==> config.mk <==
export PLATFORM = sky130hd
export DESIGN_NAME = sncor_ctrl
export DESIGN_NICKNAME = d
export VERILOG_FILES = /design/src/rtl/sncor_pkg.sv /design/src/rtl/sncor_ctrl.sv
export SDC_FILE = /design/constraint.sdc
export NUM_CORES = 1
export LEC_CHECK = 0
export CAP_MARGIN = 20
export CORE_AREA = 2 2 39 41
export DETAILED_ROUTE_END_ITERATION = 6
export DIE_AREA = 0 0 41 43
export DONT_BUFFER_PORTS = 1
export SETUP_SLACK_MARGIN = 0.3
export SYNTH_ARGS = -nofsm -noshare
export SYNTH_HDL_FRONTEND = slang
export SYNTH_SLANG_ARGS = --single-unit
==> constraint.sdc <==
create_clock -name clk -period 1.6 [get_ports clk]
set_input_delay 0.32 -clock clk [delete_from_list [all_inputs] [get_ports clk]]
set_output_delay 0.32 -clock clk [all_outputs]
set_load 0.05 [all_outputs]
==> src/rtl/sncor_pkg.sv <==
// Shared types and constants of the sliding normalized correlator.
// Used by sncor_ctrl, sncor_dp, sncor_check and the top level; depends on nothing.
`timescale 1ns / 1ps
`default_nettype none
package sncor_pkg;

	localparam int ACC_W     = 64;
	localparam int COUNT_W   = 17;
	localparam int OUT_W     = 40;
	localparam int LAG_W     = 16;
	localparam int LEN_CFG_W = 7;
	localparam int CFG_W     = 16;
	localparam int CFG_IDX_W = 2;
	localparam int NORM_W    = 32;
	localparam int REM_W     = 66;
	localparam int QUO_W     = 33;
	localparam int DIV_CNT_W = 6;
	localparam logic [DIV_CNT_W-1:0] DIV_LAST = DIV_CNT_W'(34);
	localparam logic [COUNT_W-1:0] COUNT_MAX = '1;

	localparam logic OP_TEMPLATE = 1'b0;
	localparam logic OP_SIGNAL   = 1'b1;

	typedef enum logic [CFG_IDX_W-1:0] {
		REG_TEMPLATE_LENGTH = 2'd0,
		REG_NORMALIZE       = 2'd1,
		REG_FIRST_LAG       = 2'd2,
		REG_LAG_COUNT       = 2'd3
	} reg_idx_t;

	typedef enum logic [2:0] {
		ST_IDLE, ST_MAC, ST_DRAIN, ST_SQX, ST_SQMID, ST_SQY, ST_MUL, ST_DIV
	} ctl_state_t;

	typedef struct packed {
		logic accept;
		logic mac_issue;
		logic sq_load;
		logic sq_sel_y;
		logic sq_step;
		logic div_init;
		logic div_step;
		logic out_load;
	} cmd_t;

	typedef struct packed {
		logic emit;
		logic issue_last;
		logic mac_busy;
		logic need_norm;
		logic sq_last;
		logic div_last;
		logic out_free;
	} sts_t;

endpackage
`default_nettype wire

==> src/rtl/sncor_ctrl.sv <==
// Controller state machine of the correlator: sequences MAC, square roots,
// division and result hand-off. Depends on sncor_pkg.
`timescale 1ns / 1ps
`default_nettype none
module sncor_ctrl (
	input  wire logic          clk,
	input  wire logic          arst_n,
	input  wire logic          in_valid,
	output logic               in_stall,
	input  wire sncor_pkg::sts_t sts,
	output sncor_pkg::cmd_t    cmd
);
	import sncor_pkg::*;

	ctl_state_t state_q, state_nx;
	logic accept;
	logic out_state;

	assign in_stall = (state_q != ST_IDLE);
	assign accept = in_valid & ~in_stall;

	always_ff @(posedge clk or negedge arst_n) begin
		if (!arst_n) state_q <= ST_IDLE;
		else state_q <= state_nx;
	end

	// result is handed off from DRAIN (raw/zero) or at the end of DIV
	assign out_state = (state_q == ST_DRAIN && !sts.mac_busy && !sts.need_norm) ||
		(state_q == ST_DIV && sts.div_last);

	always_comb begin
		state_nx = state_q;
		case (state_q)
			ST_IDLE: begin
				if (accept && sts.emit) state_nx = ST_MAC;
			end
			ST_MAC: begin
				if (sts.issue_last) state_nx = ST_DRAIN;
			end
			ST_DRAIN: begin
				if (!sts.mac_busy) begin
					if (sts.need_norm) state_nx = ST_SQX;
					else if (sts.out_free) state_nx = ST_IDLE;
				end
			end
			ST_SQX: begin
				if (sts.sq_last) state_nx = ST_SQMID;
			end
			ST_SQMID: state_nx = ST_SQY;
			ST_SQY: begin
				if (sts.sq_last) state_nx = ST_MUL;
			end
			ST_MUL: state_nx = ST_DIV;
			ST_DIV: begin
				if (sts.div_last && sts.out_free) state_nx = ST_IDLE;
			end
			default: state_nx = ST_IDLE;
		endcase
	end

	always_comb begin
		cmd = '0;
		cmd.accept = accept;
		case (state_q)
			ST_MAC: cmd.mac_issue = 1'b1;
			ST_DRAIN: begin
				cmd.sq_load = ~sts.mac_busy & sts.need_norm;
			end
			ST_SQX: cmd.sq_step = 1'b1;
			ST_SQMID: begin
				cmd.sq_load  = 1'b1;
				cmd.sq_sel_y = 1'b1;
			end
			ST_SQY: cmd.sq_step = 1'b1;
			ST_MUL: cmd.div_init = 1'b1;
			ST_DIV: cmd.div_step = ~sts.div_last;
			default: cmd.accept = accept;
		endcase
		cmd.out_load = out_state & sts.out_free;
	end

endmodule
`default_nettype wire

==> metrics.txt <==
CP bufs+invs 1; cell with the most instances after synthesis nor2_1; fill count ~120; CP max FO 7; Final TNS setup -0.4320 ns; register area 78.83 µm²; Setup crit end kind output port; Yosys cell types 28; DRT iter0 DRCs 6; CTS tree built; EDFF count, synth 0; Synth area leader dfrtp_1; Area Overhead vs Synth 128.9%; H-tree levels 1; critical path, cell by cell or3_4 -> a21oi_4 -> buf_12; launch point of the worst path state_q[2]; Top Registers state_q x3; Reg clk slew, reported paths ~0.03 ns; Static Leak ~0.31 nW; Crit path arrival time about 1.4 ns; die height 43 µm; Max-Cap Viols 0; Seq/Total Area, Yosys 21.13%; cell family with most CP delay flip-flops; Site Rows 14; CP Class reg -> out; PD cells around 2100 nW/µm²; clk buf depth 2; Least-Margin Pin Slew between 0.3 and 0.4 ns; failing checks setup timing; RSZ-0062 raised after global routing true; synthesized cell area 355.3 µm²; port bufs 0; Sink Count 3; initial antenna violation count 0; Final setup violation count 6; share of synthesized flip-flops with an asynchronous set or reset between 90% and 100%; fmax a little under 0.6 GHz; Power, Total ~1.7 mW; Critical Path Start Type flip-flop; largest net degree at the start of global routing 8; Skew-Pair Late Insertion Delay roughly 0.25 ns; antenna diode count 0; synth cell count leaders nor2_1 (5), a21oi_1 (3), a31oi_1 (3), dfrtp_1 (3), nand2_1 (3); DP HPWL between 800 and 900 µm; DR pass1 iterations 4; slew margin rel. between 70 and 80%; outcome finished, violations left; GRT Util Overall 18.89%; via count about 470; Final ANT Viol Nets 0; crit share post-route 106.9%; hold slack 0.3159 ns; setup ws final -0.1102 ns; fraction of layout cells with a size suffix above 1 71.43%; Final Util between 50% and 60%; GRT overflow 0; Top reg by flops state_q; clk root buf clkbuf_4; Via density roughly 5.5; number of synthesized register bits 3; Final Max Slew Viols 0; Die W about 41 µm; io pins 19; average routed wire per standard cell 17.20 µm; Largest register FFs 3; Synth Area per Inst about 7.7 µm²; Synth Instances 46; Multi-input gate area about 370 µm²; area fraction of the dominant cell type after synthesis 21.13%; die area between 1500 and 2000 µm²; crit path time final around 1.7 ns; Max stage delay on crit path 0.44 ns; Primary FF master, synth dfrtp_1; cells taking the most area after synthesis dfrtp_1 (21%), a31oi_1 (5.3%), nor2_1 (5.3%); first-pass GRT wire length 2166 µm; Core ar. roughly 1400 µm²; Yosys warnings 0; CP required roughly 1.3 ns; Post-Route WL 1479 µm; Reg-to-Reg Start state_q[1]; drt drc 0; CTS Buf Count 3; number of global-route vias before repair a little under 500; gpl congestion between 0.8 and 0.9; worst min path class in -> reg; Peak VDD IR approximately 0.8 mV; Initial Util about a quarter; Final #Nets just over 80; Final Skew roughly 0.0047 ns; slowest stage cell, crit path dfrtp_2; Final Hold Viols 0; Syn Nets between 50 and 60; min-delay src sts[2]
## area by class of cell
type / instances / area share [%]
multi-input combinational: 36 / 45.08
timing repair buffer: 25 / 38.15
sequential: 3 / 9.692
clock buffer: 4 / 3.231
tap: 16 / 2.462
inverter: 2 / 1.385
## worst paths after layout
path / to / slack [ns] / cells after the start
hold reg to reg: state_q[2] / 0.86 / 3
setup / recovery: cmd[5] / -0.11 / 3
min in group asynchronous: state_q[1] / 0.33 / 1
hold / removal: state_q[2] / 0.32 / 2
setup reg to reg: state_q[0] / 0.17 / 7
max in group asynchronous: state_q[2] / 1.11 / 1
## cells in the final DEF (no fill, tap or decap), types with 2 or more instances in the layout
cell       n
buf_12     6
dfrtp_2    3
buf_4      7
clkbuf_4   3
nand2b_4   2
nor2_4     3
buf_6     10
a21oi_4    2
nand2_1    2
a31oi_1    2
or3_4      2
## cells by family (layout without fill, tap and decap cells)
family	Yosys count	after routing	share of synthesized area [%]
AO/OA/AOI/OAI	14	14	28.88
multiplexers	1	1	2.817
flip-flops	3	3	21.13
buffers and inverters	7	31	11.27
AND/OR/NAND/NOR	21	21	35.92
## what timing repair did
item                                   CTS  global route
pin swaps                                7             4
buffers inserted                         8             3
endpoints found under the hold margin    3             0
hold buffers                             1             0
setup endpoints to repair               10            12
resized for setup                       14            14
## report_power, final
part	total, mW	switching (mW)	internal, mW
logic	1.40	0.702	0.698
registers	0.173	0.0542	0.118
clock network	0.142	0.0480	0.0940
## per-layer routing
metal	track usage, %	routed length (µm)
met4	12.00	38
met5	0	0
met1	19.03	513
met3	4.188	65
met2	32.19	861
## worst reg2reg max path, cell delays in order (launching register included)
cell      delay, ns
dfrtp_2        0.43
buf_6          0.14
buf_6          0.11
nand2b_4       0.15
buf_6          0.12
buf_6          0.11
nor2_2         0.09
and3b_1        0.17
## per-stage QoR
step	setup slack, ns	cells	cell area, µm²
global placement	0.1241	70	585.6
detailed placement	0.1185	70	585.6
global route	-0.1416	86	813.3
floorplan	0.04069	46	435.4
CTS	-0.1050	83	726.9
finish	-0.1102	86	813.3
Note: power is estimated with default switching activity, not from simulation.
